`src/rtl/up_down_counter_wrap_clamp_core_macros.svh`:
```
// assertion helpers shared by the counter modules
`ifndef UP_DOWN_COUNTER_WRAP_CLAMP_CORE_MACROS_SVH
`define UP_DOWN_COUNTER_WRAP_CLAMP_CORE_MACROS_SVH

// same-cycle implication
`define UDCWC_ASSERT_IMP(label, clk, rst, ante, cons, msg) \
  label: assert property (@(posedge clk) disable iff (rst) (ante) |-> (cons)) \
    else $error(msg);

// next-cycle implication
`define UDCWC_ASSERT_NEXT(label, clk, rst, ante, cons, msg) \
  label: assert property (@(posedge clk) disable iff (rst) (ante) |=> (cons)) \
    else $error(msg);

`endif

```
`src/rtl/udcwc_pkg.sv`:
```
`default_nettype none

package udcwc_pkg;

  localparam int VALUE_WIDTH = 32;
  localparam int SUM_W       = VALUE_WIDTH + 2;
  localparam int DIFF_W      = VALUE_WIDTH + 3;
  localparam int RANGE_W     = VALUE_WIDTH + 1;
  localparam int CNT_W       = $clog2(DIFF_W + 1);
  localparam int CFG_IDX_W   = 3;

  localparam logic [CFG_IDX_W-1:0] CFG_LOWER_LIMIT = CFG_IDX_W'(0);
  localparam logic [CFG_IDX_W-1:0] CFG_UPPER_LIMIT = CFG_IDX_W'(1);
  localparam logic [CFG_IDX_W-1:0] CFG_STEP_SIZE   = CFG_IDX_W'(2);
  localparam logic [CFG_IDX_W-1:0] CFG_START_VALUE = CFG_IDX_W'(3);
  localparam logic [CFG_IDX_W-1:0] CFG_WRAP_ENABLE = CFG_IDX_W'(4);
  localparam logic [CFG_IDX_W-1:0] CFG_RISE_MODE   = CFG_IDX_W'(5);

  localparam logic signed [VALUE_WIDTH-1:0] MIN_RESET  = '0;
  localparam logic signed [VALUE_WIDTH-1:0] MAX_RESET  = {1'b0, {(VALUE_WIDTH-1){1'b1}}};
  localparam logic signed [VALUE_WIDTH-1:0] STEP_RESET = VALUE_WIDTH'(1);
  localparam logic signed [VALUE_WIDTH-1:0] INIT_RESET = '0;

  typedef enum logic [1:0] {
    ACT_TRIGGER,
    ACT_SET,
    ACT_INC,
    ACT_DEC
  } action_t;

  typedef struct packed {
    action_t                        action;
    logic                           inc_level;
    logic                           dec_level;
    logic                           clear_level;
    logic signed [VALUE_WIDTH-1:0]  load_value;
  } in_item_t;

  typedef struct packed {
    logic signed [VALUE_WIDTH-1:0]  count_value;
    logic                           at_minimum;
    logic                           at_maximum;
  } out_item_t;

  typedef struct packed {
    logic signed [VALUE_WIDTH-1:0]  lower_limit;
    logic signed [VALUE_WIDTH-1:0]  upper_limit;
    logic signed [VALUE_WIDTH-1:0]  step_size;
    logic signed [VALUE_WIDTH-1:0]  start_value;
    logic                           wrap_enable;
    logic                           rise_mode;
  } cfg_t;

  typedef struct packed {
    logic                      start;
    logic signed [DIFF_W-1:0]  dividend;
    logic [RANGE_W-1:0]        divisor;
  } mod_req_t;

  typedef struct packed {
    logic                done;
    logic [RANGE_W-1:0]  rem;
  } mod_rsp_t;

  typedef enum logic [2:0] {
    SEQ_IDLE,
    SEQ_OP,
    SEQ_LIM,
    SEQ_MOD,
    SEQ_DONE
  } seq_state_t;

  typedef enum logic [2:0] {
    MOD_IDLE,
    MOD_ABS,
    MOD_RUN,
    MOD_FIX,
    MOD_DONE
  } mod_state_t;

endpackage

`default_nettype wire

```
`src/rtl/udcwc_mod.sv`:
```
`default_nettype none
`include "up_down_counter_wrap_clamp_core_macros.svh"

module udcwc_mod (
  input  logic                clk,
  input  logic                rst,
  input  udcwc_pkg::mod_req_t req,
  output udcwc_pkg::mod_rsp_t rsp
);
  import udcwc_pkg::*;

  mod_state_t               state, state_next;
  logic signed [DIFF_W-1:0] dividend;
  logic [DIFF_W-1:0]        mag;
  logic [RANGE_W-1:0]       divisor;
  logic [RANGE_W-1:0]       rem;
  logic [CNT_W-1:0]         cnt;
  logic                     neg;
  logic [RANGE_W:0]         trial;
  logic [RANGE_W:0]         trial_sub;
  logic                     trial_ge;

  // one restoring step per cycle
  assign trial     = {rem, mag[DIFF_W-1]};
  assign trial_ge  = trial >= {1'b0, divisor};
  assign trial_sub = trial - {1'b0, divisor};

  always_comb begin
    state_next = state;
    unique case (state)
      MOD_IDLE: if (req.start) state_next = MOD_ABS;
      MOD_ABS:  state_next = MOD_RUN;
      MOD_RUN:  if (cnt == CNT_W'(1)) state_next = MOD_FIX;
      MOD_FIX:  state_next = MOD_DONE;
      MOD_DONE: state_next = MOD_IDLE;
      default:  state_next = MOD_IDLE;
    endcase
  end

  always_comb begin
    rsp.done = (state == MOD_DONE);
    rsp.rem  = rem;
  end

  always_ff @(posedge clk) begin
    if (rst) begin
      state <= MOD_IDLE;
    end else begin
      state <= state_next;
    end
  end

  always_ff @(posedge clk) begin
    unique case (state)
      MOD_IDLE: begin
        if (req.start) begin
          dividend <= req.dividend;
          divisor  <= req.divisor;
        end
      end
      MOD_ABS: begin
        neg <= dividend[DIFF_W-1];
        mag <= dividend[DIFF_W-1] ? $unsigned(-dividend) : $unsigned(dividend);
        rem <= '0;
        cnt <= CNT_W'(DIFF_W);
      end
      MOD_RUN: begin
        rem <= trial_ge ? trial_sub[RANGE_W-1:0] : trial[RANGE_W-1:0];
        mag <= mag << 1;
        cnt <= cnt - CNT_W'(1);
      end
      MOD_FIX: begin
        // floored remainder for a negative offset
        if (neg && rem != '0) rem <= divisor - rem;
      end
      default: begin
      end
    endcase
  end

  `UDCWC_ASSERT_IMP(a_rem_below_divisor, clk, rst, rsp.done, rem < divisor, "remainder not below range")
  `UDCWC_ASSERT_IMP(a_divisor_nonzero, clk, rst, req.start, req.divisor != '0, "started with zero range")
  `UDCWC_ASSERT_NEXT(a_last_step_fix, clk, rst, state == MOD_RUN && cnt == CNT_W'(1), state == MOD_FIX, "step count overrun")

endmodule

`default_nettype wire

```
`src/rtl/udcwc_seq.sv`:
```
`default_nettype none
`include "up_down_counter_wrap_clamp_core_macros.svh"

module udcwc_seq (
  input  logic                                   clk,
  input  logic                                   rst,
  input  udcwc_pkg::cfg_t                        cfg,
  input  udcwc_pkg::in_item_t                    item,
  input  logic                                   item_valid,
  output logic                                   item_stall,
  output udcwc_pkg::mod_req_t                    mreq,
  input  udcwc_pkg::mod_rsp_t                    mrsp,
  output logic                                   fin,
  output logic signed [udcwc_pkg::VALUE_WIDTH-1:0] count_value,
  input  logic                                   take
);
  import udcwc_pkg::*;

  seq_state_t                    state, state_next;
  logic signed [VALUE_WIDTH-1:0] count;
  logic signed [VALUE_WIDTH-1:0] load_q;
  logic                          prev_inc, prev_dec, prev_reset;
  logic                          pend_load, pend_inc, pend_dec;
  logic signed [SUM_W-1:0]       v_q;
  logic signed [SUM_W-1:0]       range_q;

  logic                          edge_on, rst_fire, inc_fire, dec_fire, any_pend;
  logic signed [SUM_W-1:0]       count_ext, step_ext, lo_ext, hi_ext, addend, sum;
  logic signed [SUM_W-1:0]       v_next, range_next, wrap_sum;
  logic signed [DIFF_W-1:0]      diff;
  logic                          op_sub, range_pos, use_mod;
  logic                          below, above, lo_gt_hi;
  logic signed [VALUE_WIDTH-1:0] clamp_val, lim_val;

  // trigger decode at transfer
  assign edge_on  = cfg.rise_mode;
  assign rst_fire = item.clear_level & (~edge_on | ~prev_reset);
  assign inc_fire = item.inc_level & (~edge_on | ~prev_inc);
  assign dec_fire = item.dec_level & (~edge_on | ~prev_dec);
  assign any_pend = pend_load | pend_inc | pend_dec;

  assign count_ext = SUM_W'(count);
  assign step_ext  = SUM_W'(cfg.step_size);
  assign lo_ext    = SUM_W'(cfg.lower_limit);
  assign hi_ext    = SUM_W'(cfg.upper_limit);

  // shared add/sub for the step
  assign op_sub     = ~pend_inc;
  assign addend     = op_sub ? ~step_ext : step_ext;
  assign sum        = count_ext + addend + SUM_W'(op_sub);
  assign v_next     = pend_load ? SUM_W'(load_q) : sum;
  assign range_next = hi_ext - lo_ext + SUM_W'(1);

  assign range_pos = ~range_q[SUM_W-1] && (range_q != '0);
  assign use_mod   = cfg.wrap_enable && range_pos;
  assign diff      = DIFF_W'(v_q) - DIFF_W'(lo_ext);

  assign below     = v_q < lo_ext;
  assign above     = v_q > hi_ext;
  assign lo_gt_hi  = cfg.lower_limit > cfg.upper_limit;
  assign clamp_val = below ? (lo_gt_hi ? cfg.upper_limit : cfg.lower_limit)
                           : (above ? cfg.upper_limit : v_q[VALUE_WIDTH-1:0]);
  assign lim_val   = cfg.wrap_enable ? v_q[VALUE_WIDTH-1:0] : clamp_val;

  assign wrap_sum  = lo_ext + SUM_W'(mrsp.rem);

  always_comb begin
    state_next = state;
    unique case (state)
      SEQ_IDLE: if (item_valid) state_next = SEQ_OP;
      SEQ_OP:   state_next = any_pend ? SEQ_LIM : SEQ_DONE;
      SEQ_LIM:  state_next = use_mod ? SEQ_MOD : SEQ_OP;
      SEQ_MOD:  if (mrsp.done) state_next = SEQ_OP;
      SEQ_DONE: if (take) state_next = SEQ_IDLE;
      default:  state_next = SEQ_IDLE;
    endcase
  end

  always_comb begin
    item_stall    = (state != SEQ_IDLE);
    fin           = (state == SEQ_DONE);
    mreq.start    = (state == SEQ_LIM) && use_mod;
    mreq.dividend = diff;
    mreq.divisor  = range_q[RANGE_W-1:0];
  end

  assign count_value = count;

  always_ff @(posedge clk) begin
    if (rst) begin
      state <= SEQ_IDLE;
    end else begin
      state <= state_next;
    end
  end

  always_ff @(posedge clk) begin
    if (rst) begin
      count      <= INIT_RESET;
      prev_inc   <= 1'b0;
      prev_dec   <= 1'b0;
      prev_reset <= 1'b0;
      pend_load  <= 1'b0;
      pend_inc   <= 1'b0;
      pend_dec   <= 1'b0;
    end else begin
      unique case (state)
        SEQ_IDLE: begin
          if (item_valid) begin
            load_q <= item.load_value;
            unique case (item.action)
              ACT_TRIGGER: begin
                if (edge_on) prev_reset <= item.clear_level;
                if (rst_fire) begin
                  count <= cfg.start_value;
                end else begin
                  prev_inc <= item.inc_level;
                  prev_dec <= item.dec_level;
                  pend_inc <= inc_fire;
                  pend_dec <= dec_fire;
                end
              end
              ACT_SET: pend_load <= 1'b1;
              ACT_INC: pend_inc  <= 1'b1;
              ACT_DEC: pend_dec  <= 1'b1;
              default: begin
              end
            endcase
          end
        end
        SEQ_OP: begin
          if (any_pend) begin
            v_q     <= v_next;
            range_q <= range_next;
            priority if (pend_load) pend_load <= 1'b0;
            else if (pend_inc)      pend_inc  <= 1'b0;
            else                    pend_dec  <= 1'b0;
          end
        end
        SEQ_LIM: begin
          if (!use_mod) count <= lim_val;
        end
        SEQ_MOD: begin
          if (mrsp.done) count <= wrap_sum[VALUE_WIDTH-1:0];
        end
        default: begin
        end
      endcase
    end
  end

  `UDCWC_ASSERT_NEXT(a_transfer_starts_work, clk, rst, state == SEQ_IDLE && item_valid, state == SEQ_OP, "transfer did not start work")
  `UDCWC_ASSERT_IMP(a_mod_done_in_wait, clk, rst, mrsp.done, state == SEQ_MOD, "remainder ready outside wait")
  `UDCWC_ASSERT_IMP(a_nothing_pending_at_end, clk, rst, fin, !(pend_load || pend_inc || pend_dec), "result with steps pending")

endmodule

`default_nettype wire

```
`src/rtl/up_down_counter_wrap_clamp_core.sv`:
```
// an item passes OP, then LIM per clamped or truncated limit step, LIM and MOD per wrapped
// step (35-step remainder unit), at most two steps, then DONE; result register loads at the end
// one item in flight; the next transfer is taken once the result sits in the output register
// wrapped steps wait on the single shared remainder unit
// rst (sync, active high): registers to defaults, counter to zero, edge history cleared
`default_nettype none

module up_down_counter_wrap_clamp_core (
  input  logic                                  clk,
  input  logic                                  rst,
  input  logic                                  item_valid,
  output logic                                  item_stall,
  input  udcwc_pkg::in_item_t                   item,
  output logic                                  result_valid,
  input  logic                                  result_stall,
  output udcwc_pkg::out_item_t                  result,
  input  logic                                  cfg_valid,
  output logic                                  cfg_ready,
  input  logic [udcwc_pkg::CFG_IDX_W-1:0]       cfg_index,
  input  logic [udcwc_pkg::VALUE_WIDTH-1:0]     cfg_data
);
  import udcwc_pkg::*;

  cfg_t                          cfg;
  mod_req_t                      mreq;
  mod_rsp_t                      mrsp;
  logic                          fin, take;
  logic signed [VALUE_WIDTH-1:0] count_value;

  assign cfg_ready = 1'b1;

  always_ff @(posedge clk) begin
    if (rst) begin
      cfg.lower_limit <= MIN_RESET;
      cfg.upper_limit <= MAX_RESET;
      cfg.step_size   <= STEP_RESET;
      cfg.start_value <= INIT_RESET;
      cfg.wrap_enable <= 1'b0;
      cfg.rise_mode   <= 1'b0;
    end else if (cfg_valid && cfg_ready) begin
      unique case (cfg_index)
        CFG_LOWER_LIMIT: cfg.lower_limit <= cfg_data;
        CFG_UPPER_LIMIT: cfg.upper_limit <= cfg_data;
        CFG_STEP_SIZE:   cfg.step_size   <= cfg_data;
        CFG_START_VALUE: cfg.start_value <= cfg_data;
        CFG_WRAP_ENABLE: cfg.wrap_enable <= cfg_data[0];
        CFG_RISE_MODE:   cfg.rise_mode   <= cfg_data[0];
        default: begin
        end
      endcase
    end
  end

  udcwc_seq u_seq (
    .clk         (clk),
    .rst         (rst),
    .cfg         (cfg),
    .item        (item),
    .item_valid  (item_valid),
    .item_stall  (item_stall),
    .mreq        (mreq),
    .mrsp        (mrsp),
    .fin         (fin),
    .count_value (count_value),
    .take        (take)
  );

  udcwc_mod u_mod (
    .clk (clk),
    .rst (rst),
    .req (mreq),
    .rsp (mrsp)
  );

  // output register
  assign take = fin && (!result_valid || !result_stall);

  always_ff @(posedge clk) begin
    if (rst) begin
      result_valid <= 1'b0;
    end else if (take) begin
      result_valid <= 1'b1;
    end else if (!result_stall) begin
      result_valid <= 1'b0;
    end
  end

  always_ff @(posedge clk) begin
    if (take) begin
      result.count_value <= count_value;
      result.at_minimum  <= (count_value <= cfg.lower_limit);
      result.at_maximum  <= (count_value >= cfg.upper_limit);
    end
  end

endmodule

`default_nettype wire
```
`config.mk`:
```
export PLATFORM = sky130hd
export DESIGN_NAME = up_down_counter_wrap_clamp_core
export DESIGN_NICKNAME = d
export VERILOG_FILES = /design/src/rtl/udcwc_pkg.sv /design/src/rtl/udcwc_mod.sv /design/src/rtl/udcwc_seq.sv /design/src/rtl/up_down_counter_wrap_clamp_core.sv
export VERILOG_INCLUDE_DIRS = /design/src /design/src/rtl
export SDC_FILE = /design/constraint.sdc
export NUM_CORES = 2
export LEC_CHECK = 0
export ABC_CLOCK_PERIOD_IN_PS = 9800
export CORE_AREA = 2 2 223 225
export DETAILED_ROUTE_END_ITERATION = 7
export DIE_AREA = 0 0 225 227
export DONT_BUFFER_PORTS = 1
export PLACE_DENSITY_LB_ADDON = 0.12
export SLEW_MARGIN = 15
export SYNTH_ARGS = -nofsm -noshare
export SYNTH_HDL_FRONTEND = slang
export SYNTH_SLANG_ARGS = --single-unit
```
`constraint.sdc`:
```
create_clock -name clk -period 9.8 [get_ports clk]
set_input_delay 0 -clock clk [delete_from_list [all_inputs] [get_ports clk]]
set_output_delay 0 -clock clk [all_outputs]
set_load 0.1 [all_outputs]
```
==> impl_metrics.ini <==
[status]
outcome = complete, no violations

[global_routing]
grt_remaining_overflow = 0
grt_use_met3 = 0.0729
met2_usage = 0.635
grt_max_degree = 117
grt_usage = 0.399
grt-busiest-layer = met2
grt_use_met1 = 0.525
antenna_found_initial = 3
grt_pass1_wl_um = 156000
grt_pass1_vias = 27300

[synth]
synth_edf_count = 277
synthSimpleGateAreaFrac = 0.161
ys_warn_count = 0
synth-seq-cells = 452
synthDominantCellAreaShare = 0.266
syn_area_mm2 = 0.0313
synth_mux_area_frac = 0.00532
synthFlopType = edfxtp_1
synthTopCellsByArea = edfxtp_1 27%, ha_1 12%, dfxtp_1 11%
synthesis.nets = 3873
yosys.area.top_type = edfxtp_1
synthCells = 3493
synth_compound_area_frac = 0.221
yosys.area_share.adder = 0.123
ys_types = 102
seq_area_frac_synth = 0.378
synthArstFlopShare = 0
synth_top_family_by_area = compound AO/OA/AOI/OAI gates
avgSynthCellArea_um2 = 8.95
synth_xor_xnor_area_share = 0.0695

[cts]
cts.sinks = 452
htreeDepth = 2
clk_latency_ps = 620
cts_tree = done
clkSlewWorstSetupHoldPaths_ps = 60
numCtsBuffers = 50
ctsRootBufferMaster = clkbuf_16
clockBufferDepth = 3
postCtsSetupRepairBufs = 0

[worst_setup_path]
cp_num_buf_inv = 1
cp_data_required_time_ps = 10130
crit_family = compound AO/OA/AOI/OAI gates
arrival_ps = 5180
path_class = reg2reg
cp_common_cell = o21ai_0
path_depth = 14
cp-end-kind = flip-flop
worstPathMaxFanout = 34
crit_chain = xnor2_1 -> inv_1 -> fa_1 -> nor2b_1 -> o21ai_0 -> a21oi_1 -> o21ai_0 -> a211oi_1 -> nor4_1 -> o31ai_1 -> nand2_1 -> a21o_1 -> nand3_1 -> o311ai_0
worstSetupStartpointType = flip-flop
max_stage_delay_ps = 1050
cp_slowest_cell = dfxtp_2
rr_worst_depth = 14

[die]
fp-row-count = 81
coreArea_mm2 = 0.0485
initial_core_util = 0.644
dieHeight_um = 227
io_pins = 114
die_w_um = 225
design.die.area_mm2 = 0.0511

[timing]
fin_crit_sh = 0.495
slew_viol_final = 0
worst_pin_slew_ps = 1250
rsz0062_at_grt = false
min_period_ps = 4850
worst_slew_margin_rel = 0.158
whs_ps = 14.5
final.setup.tns_ps = 0
hold_viol_final = 0
timing.fmax_mhz = 206
finalSetupViolCount = 0
clock_skew_ps = 37.2

[worst_hold_path]
hold_depth = 1
hold_path.class = in2reg

[route]
drtIter0Drc = 3501
wl_per_cell_um = 24.4
vias = 28400
route.detailed.drc = 0
drt_first_pass_iters = 8
ant_nets = 0
wl_um = 103000
vias_per_cell = 6.75

[place]
place_hpwl_um = 74600
place_inst = 4000
gp_congestion = 0.997
io_buffer_count = 0

[flow_run]
maxCapViolations = 0

[cells_and_area]
layout.nets = 3926
instances_no_fill = 4211
area_delta_synth_final_pct = 10.8
drive_above_1_share = 0.0493

[power]
leakage_nw = 13.8
p_per_area_mw_per_mm2 = 146
vdd_drop_max_mv = 0.182
==> cell type report <==
| class | count | area, um2 |
|---|---|---|
| multi-input combinational | 2699 | 18200 |
| fill | 3546 | 13900 |
| sequential | 452 | 11800 |
| clock buffer | 61 | 1350 |
| timing repair buffer | 136 | 1350 |
| tap | 622 | 778 |
| inverter | 207 | 777 |
| clock inverter | 32 | 363 |
| antenna | 2 | 5.00 |
==> sequential cells by signal (all words and copies together), names as in the netlist, 33 cells and up <==
signal,flops
cfg,130
result,34
u_mod.dividend,35
u_mod.divisor,33
u_mod.mag,35
u_mod.rem,33
u_seq.range_q,34
u_seq.v_q,34
==> per-layer routing <==
metal  vias to the layer above  routed length, um
li1                      13000                  -
met1                     13400              40200
met2                      1747              46300
met3                       315              11000
met4                         4               5250
met5                         -                 32
==> kinds of logic (layout without fill, tap and decap cells) <==
family          after synthesis  count (layout)
compound gates             1063            1063
xor+xnor                    248             248
flops                       452             452
fa+ha+maj                   303             303
other cells                   1               3
simple gates               1068            1068
buf+inv                     342             436
mux                          16              16
==> power by group <==
part	leakage, nW	switching [mW]	internal, mW
clock	0.846	0.834	1.15
sequential	3.87	0.0889	2.09
combinational	9.05	0.548	0.354
total	13.8	1.47	3.59
==> what timing repair did <==
item,4_1_cts,5_1_grt
hold buffers,114,0
gates resized for setup,0,0
hold endpoints to repair,244,0
==> placed cells by master, fill, tap and decap left out, drive strengths merged, types with 73 or more instances in the layout <==
cell type    count
xnor2          150
nand3           73
a21o           130
dfxtp          175
o21ai          203
edfxtp         277
xor2            98
nand2          468
dlygate4sd3    113
a21oi          321
nor2           188
ha             297
inv            211
==> per-stage QoR <==
step | power, mW | util | setup WS, ps | area, um2
2_1_floorplan | 2.80 | - | 1290 | 31300
3_3_place_gp | 2.99 | 0.653 | 5220 | 31700
3_5_place_dp | 3.01 | 0.653 | 5050 | 31700
4_1_cts | 5.02 | 0.713 | 5040 | 34600
5_1_grt | 5.20 | 0.714 | 4730 | 34600
6_report | 5.06 | 0.714 | 4950 | 34700
==> cells in the mapped netlist, types with 32 or more instances <==
library cell,number
xnor2_1,150
dfxtp_1,175
clkbuf_1,117
o21ai_0,198
nand3_1,73
nand2_1,468
nor3_1,58
a21oi_1,319
o31ai_1,32
nand4_1,51
o211ai_1,52
inv_1,205
ha_1,297
a221oi_1,34
nor2b_1,39
nor2_1,188
o21a_1,37
nand2b_1,39
a31oi_1,38
edfxtp_1,277
xor2_1,98
a21o_1,130
==> final timing paths <==
path | start | end | slack, ps
setup / recovery | u_seq.pend_inc | u_seq.v_q[30] | 4950
hold / removal | item[31] | u_seq.load_q[31] | 10
setup reg to reg | u_seq.pend_inc | u_seq.v_q[30] | 4950
hold reg to reg | u_seq.range_q[16] | u_mod.divisor[16] | 450
(Power assumes the default switching activity.)
